`src/rtl/dtw_pkg.sv`:
```
// Types and constants of the warp-path block.
package dtw_pkg;

   localparam int LEN_W   = 6;
   localparam int POS_W   = 6;
   localparam int COST_W  = 24;
   localparam int FRAC_W  = 8;
   localparam int NORM_W  = 32;
   localparam int DIV_W   = LEN_W + 1;
   localparam logic [COST_W-1:0] COST_MAX = {COST_W{1'b1}};

   localparam logic [1:0] KIND_LOAD_A = 2'd0;
   localparam logic [1:0] KIND_LOAD_B = 2'd1;
   localparam logic [1:0] KIND_RUN    = 2'd2;

   localparam logic [1:0] CSR_LEN_A = 2'd0;
   localparam logic [1:0] CSR_LEN_B = 2'd1;

   // Cost memory read address source.
   localparam logic [1:0] RD_FILL = 2'd0;
   localparam logic [1:0] RD_DG   = 2'd1;
   localparam logic [1:0] RD_UP   = 2'd2;
   localparam logic [1:0] RD_LF   = 2'd3;

   typedef struct packed {
      logic [1:0]         kind;
      logic [4:0]         position;
      logic signed [15:0] sample;
   } req_type;

   typedef struct packed {
      logic [POS_W-1:0]  pos_a;
      logic [POS_W-1:0]  pos_b;
      logic [NORM_W-1:0] norm_distance;
      logic              last;
   } rsp_type;

   typedef struct packed {
      logic       run_start;
      logic [1:0] rd_sel;
      logic       cap_dg;
      logic       cap_up;
      logic       bt_init;
      logic       bt_step;
      logic       div_init;
      logic       emit_init;
   } cmd_type;

   typedef struct packed {
      logic fill_busy;
      logic bt_origin;
      logic bt_edge;
      logic div_busy;
      logic emit_busy;
   } status_type;

endpackage

```
`src/rtl/dtw_ctrl.sv`:
```
// Sequencer of the warp-path block: fill, backtrace, divide and emit phases.
module dtw_ctrl (
   input  logic                clock,
   input  logic                reset,
   input  logic                accept,
   input  logic [1:0]          kind,
   input  dtw_pkg::status_type status,
   output dtw_pkg::cmd_type    cmd,
   output logic                busy
);
   import dtw_pkg::*;

   localparam logic [2:0] ST_IDLE   = 3'd0;
   localparam logic [2:0] ST_FILL   = 3'd1;
   localparam logic [2:0] ST_CHECK  = 3'd2;
   localparam logic [2:0] ST_RD_DG  = 3'd3;
   localparam logic [2:0] ST_RD_UP  = 3'd4;
   localparam logic [2:0] ST_RD_LF  = 3'd5;
   localparam logic [2:0] ST_DEC    = 3'd6;
   localparam logic [2:0] ST_DIV    = 3'd7;

   logic [2:0] state_ff, state_in;
   logic       emit_ff, emit_in;

   // Next state and commands.
   always_comb begin
      state_in = state_ff;
      emit_in  = emit_ff;
      cmd      = '0;
      cmd.rd_sel = RD_FILL;
      case (state_ff)
         ST_IDLE: begin
            if (accept && kind == KIND_RUN) begin
               cmd.run_start = 1'b1;
               state_in      = ST_FILL;
            end
         end
         ST_FILL: begin
            if (!status.fill_busy) begin
               cmd.bt_init = 1'b1;
               state_in    = ST_CHECK;
            end
         end
         ST_CHECK: begin
            if (status.bt_origin) begin
               cmd.div_init = 1'b1;
               state_in     = ST_DIV;
            end else if (status.bt_edge) begin
               cmd.bt_step = 1'b1;
            end else begin
               state_in = ST_RD_DG;
            end
         end
         ST_RD_DG: begin
            cmd.rd_sel = RD_DG;
            state_in   = ST_RD_UP;
         end
         ST_RD_UP: begin
            cmd.rd_sel = RD_UP;
            cmd.cap_dg = 1'b1;
            state_in   = ST_RD_LF;
         end
         ST_RD_LF: begin
            cmd.rd_sel = RD_LF;
            cmd.cap_up = 1'b1;
            state_in   = ST_DEC;
         end
         ST_DEC: begin
            cmd.bt_step = 1'b1;
            state_in    = ST_CHECK;
         end
         ST_DIV: begin
            // Division first, then the emission of the stored path.
            if (!emit_ff) begin
               if (!status.div_busy) begin
                  cmd.emit_init = 1'b1;
                  emit_in       = 1'b1;
               end
            end else if (!status.emit_busy) begin
               emit_in  = 1'b0;
               state_in = ST_IDLE;
            end
         end
         default: begin
            state_in = ST_IDLE;
         end
      endcase
   end

   always_ff @(posedge clock) begin
      if (reset) begin
         state_ff <= ST_IDLE;
         emit_ff  <= 1'b0;
      end else begin
         state_ff <= state_in;
         emit_ff  <= emit_in;
      end
   end

   assign busy = (state_ff != ST_IDLE);

endmodule

```
`config.mk`:
```
export PLATFORM = sky130hd
export DESIGN_NAME = dtw_ctrl
export DESIGN_NICKNAME = d
export VERILOG_FILES = /design/src/rtl/dtw_pkg.sv /design/src/rtl/dtw_ctrl.sv
export SDC_FILE = /design/constraint.sdc
export NUM_CORES = 1
export LEC_CHECK = 0
export BUFFER_PORTS_ARGS = -buffer_cell sky130_fd_sc_hd__buf_4
export CAP_MARGIN = 20
export CORE_AREA = 2 2 39 41
export DETAILED_ROUTE_END_ITERATION = 10
export DIE_AREA = 0 0 41 43
export PLACE_DENSITY = 0.62
export SYNTH_ARGS = -nofsm -noshare
export SYNTH_HDL_FRONTEND = slang
export SYNTH_SLANG_ARGS = --single-unit
```
`constraint.sdc`:
```
create_clock -name clock -period 5 [get_ports clock]
set_input_delay 1 -clock clock [delete_from_list [all_inputs] [get_ports clock]]
set_output_delay 1 -clock clock [all_outputs]
set_load 0.05 [all_outputs]
```
==> impl_metrics.env <==
export IMPL_wl_per_cell_um=10.2
export IMPL_synth_cell_types=23
export IMPL_area_growth_pct=47.5
export IMPL_power_density_mw_per_mm2=406
export IMPL_r2r_end="state_ff[0]"
export IMPL_die_w_um=41
export IMPL_max_cap_violations=0
export IMPL_slew_headroom_pct=78.8
export IMPL_setup_tns_final_ns=0
export IMPL_r2r_cells=6
export IMPL_syn_avg_cell_area_um2=8.31
export IMPL_num_antenna_cells=0
export IMPL_grt_pass1_vias=341
export IMPL_die_area_mm2=0.00176
export IMPL_ys_ff_latch=4
export IMPL_clock_path_buffers=2
export IMPL_arrival_ns=1.63
export IMPL_core_mm2=0.00138
export IMPL_wl_met1_um=357
export IMPL_synth_seq_area_share_pct=21.4
export IMPL_port_buffers=19
export IMPL_gr_total_overflow=0
export IMPL_syn_inst=45
export IMPL_hold_slack_ns=0.503
export IMPL_cts_resized_gates=0
export IMPL_post_cts_buffers=0
export IMPL_final_max_slew_viol_count=0
export IMPL_die_y_um=43
export IMPL_vdd_ir_drop_max_mv=0.152
export IMPL_rows=14
export IMPL_max_freq_ghz=0.380
export IMPL_wl_um=840
export IMPL_worstHoldPathCells=2
export IMPL_grt_max_degree=12
export IMPL_hpwl_um=705
export IMPL_final_net_count=82
export IMPL_cts_tree="yes"
export IMPL_hold_path_class="register to register"
export IMPL_fillCellCount=146
export IMPL_numPlacedInstances=79
export IMPL_antenna_found_initial=0
export IMPL_layout_drive_gt1_share_pct=40.9
export IMPL_gp_congestion=0.680
export IMPL_min_to="state_ff[1]"
export IMPL_hold_viol=0
export IMPL_period_minus_slack_ns=2.63
export IMPL_via_per_inst=4.68
export IMPL_min_from="state_ff[1]"
export IMPL_syn_num_nets=59
export IMPL_grt_pass1_wl_um=1240
export IMPL_status="complete, no violations"
export IMPL_end_kind="primary output"
export IMPL_htreeDepth=1
export IMPL_post_route_drc_count=0
export IMPL_ioPinCount=20
export IMPL_top_layer_used="met3"
export IMPL_yosysWarnings=0
export IMPL_path_max_fanout=3
export IMPL_cp_start_kind="primary input"
export IMPL_path_clk_slew_ns=0.03
export IMPL_syn_cell_area_um2=374
export IMPL_finClkSkew_ns=0.00393
export IMPL_rsz0062_at_grt="no"
export IMPL_numCtsBuffers=3
export IMPL_cts_sinks=4
export IMPL_finalSetupViolations=0
export IMPL_required_ns=4.00
export IMPL_worstSetupPathType="primary input to primary output"
export IMPL_reg2reg_from="state_ff[1]"
export IMPL_pre_cts_ws_ns=2.37
export IMPL_cts_root_buf="clkbuf_4"
export IMPL_fin_ws_ns=2.37
export IMPL_via_count=384
export IMPL_hold_buffers=0
export IMPL_route_met2_wl_um=417
export IMPL_ant_nets=0
export IMPL_track_usage_pct=10.5
export IMPL_clock_latency_ns=0.23
export IMPL_initial_core_util_pct=27.0
export IMPL_met3WireLength_um=65
export IMPL_reg2reg_slack_ns=3.22
export IMPL_initialDrtViolationCount=3
export IMPL_finalCritPeriodShare_pct=52.6
export IMPL_p_leak_uw=0.000273
export IMPL_fin_util_pct=39.9
export IMPL_first_pass_iters=4
export IMPL_finalNonFillerCells=82
export IMPL_tightest_slew_ns=0.317
==> sequential cells by signal, summed over array words and instances, names as in the netlist <==
signal and cells:
emit_ff 1, state_ff 3
==> Yosys cell counts (all sizes together) <==
cell,count,share of area (%)
a211oi,2,4.0
a21boi,1,3.0
nor2,3,3.0
o21a,1,2.0
or2,1,1.7
nor3,2,2.7
nand2,4,4.0
ha,4,13
nand3b,1,2.0
o221a,1,3.0
dfxtp,4,21
buf,1,2.0
or2b,1,2.0
inv,4,4.0
mux2,1,3.0
and2,4,7.4
a32o,1,2.7
and2b,1,2.0
nor2b,4,6.7
mux2i,2,5.4
o31ai,1,2.0
a222oi,1,2.7
==> kinds of logic after synthesis <==
kind of cell,after synthesis,synth area share [%]
AOI/OAI and AO/OA,8,19.4
muxes,3,8.36
buffers and inverters,5,6.02
DFF,4,21.4
adders and majority gates,4,13.4
and+or+nand+nor,21,31.4
==> metal layers <==
layer  up-vias  GRT usage [%]
li1        198              -
met1       172           10.3
met2        14           16.9
met3         0           3.14
met4         0           8.00
met5         -              0
==> critical path, cell delays in order <==
cell	delay, ns
buf_4	0.12
nor2b_1	0.18
o21a_1	0.14
buf_4	0.19
==> final cells by class <==
class | instances | area, um2 | share of cell area (%)
multi-input cells | 36 | 272 | 49.2
flip-flops and latches | 4 | 80.1 | 14.5
inverters | 4 | 15.0 | 2.72
repair buffers | 19 | 143 | 25.9
clock buffers | 3 | 22.5 | 4.08
well taps | 16 | 20.0 | 3.63
==> cell usage in the layout, fill, tap and decap left out, types with 2 or more instances in the layout <==
cell      synthesis  final
nor2_1            3      3
clkbuf_4          0      3
buf_4             1     19
a211oi_1          2      2
nor2b_1           4      4
nand2_1           4      4
nor3_1            2      2
and2_1            3      3
mux2i_1           2      2
dfxtp_1           4      4
inv_1             4      4
ha_1              4      4
==> per-stage QoR <==
stage	area, um2	power, uW
2_1_floorplan	374	150
3_3_place_gp	529	187
3_5_place_dp	529	188
4_1_cts	552	228
5_1_grt	552	241
6_report	552	224
==> worst max-delay path by stage <==
stage,startpoint,endpoint,slack [ns],cells after the start
6_report,status[3],cmd[2],2.37,4
5_1_grt,status[3],cmd[2],2.32,4
4_1_cts,status[3],cmd[2],2.37,4
3_5_place_dp,status[3],cmd[2],2.37,4
3_3_place_gp,status[3],cmd[2],2.40,4
2_1_floorplan,status[1],cmd[0],1.92,1
==> power breakdown <==
group	internal [uW]	leakage [uW]	switching, uW
Clock	26.7	0.0000138	11.3
Combinational	56.0	0.000226	85.0
Sequential	38.4	0.0000325	6.58
Total	121	0.000273	103
Note: power is estimated with default switching activity, not from simulation.
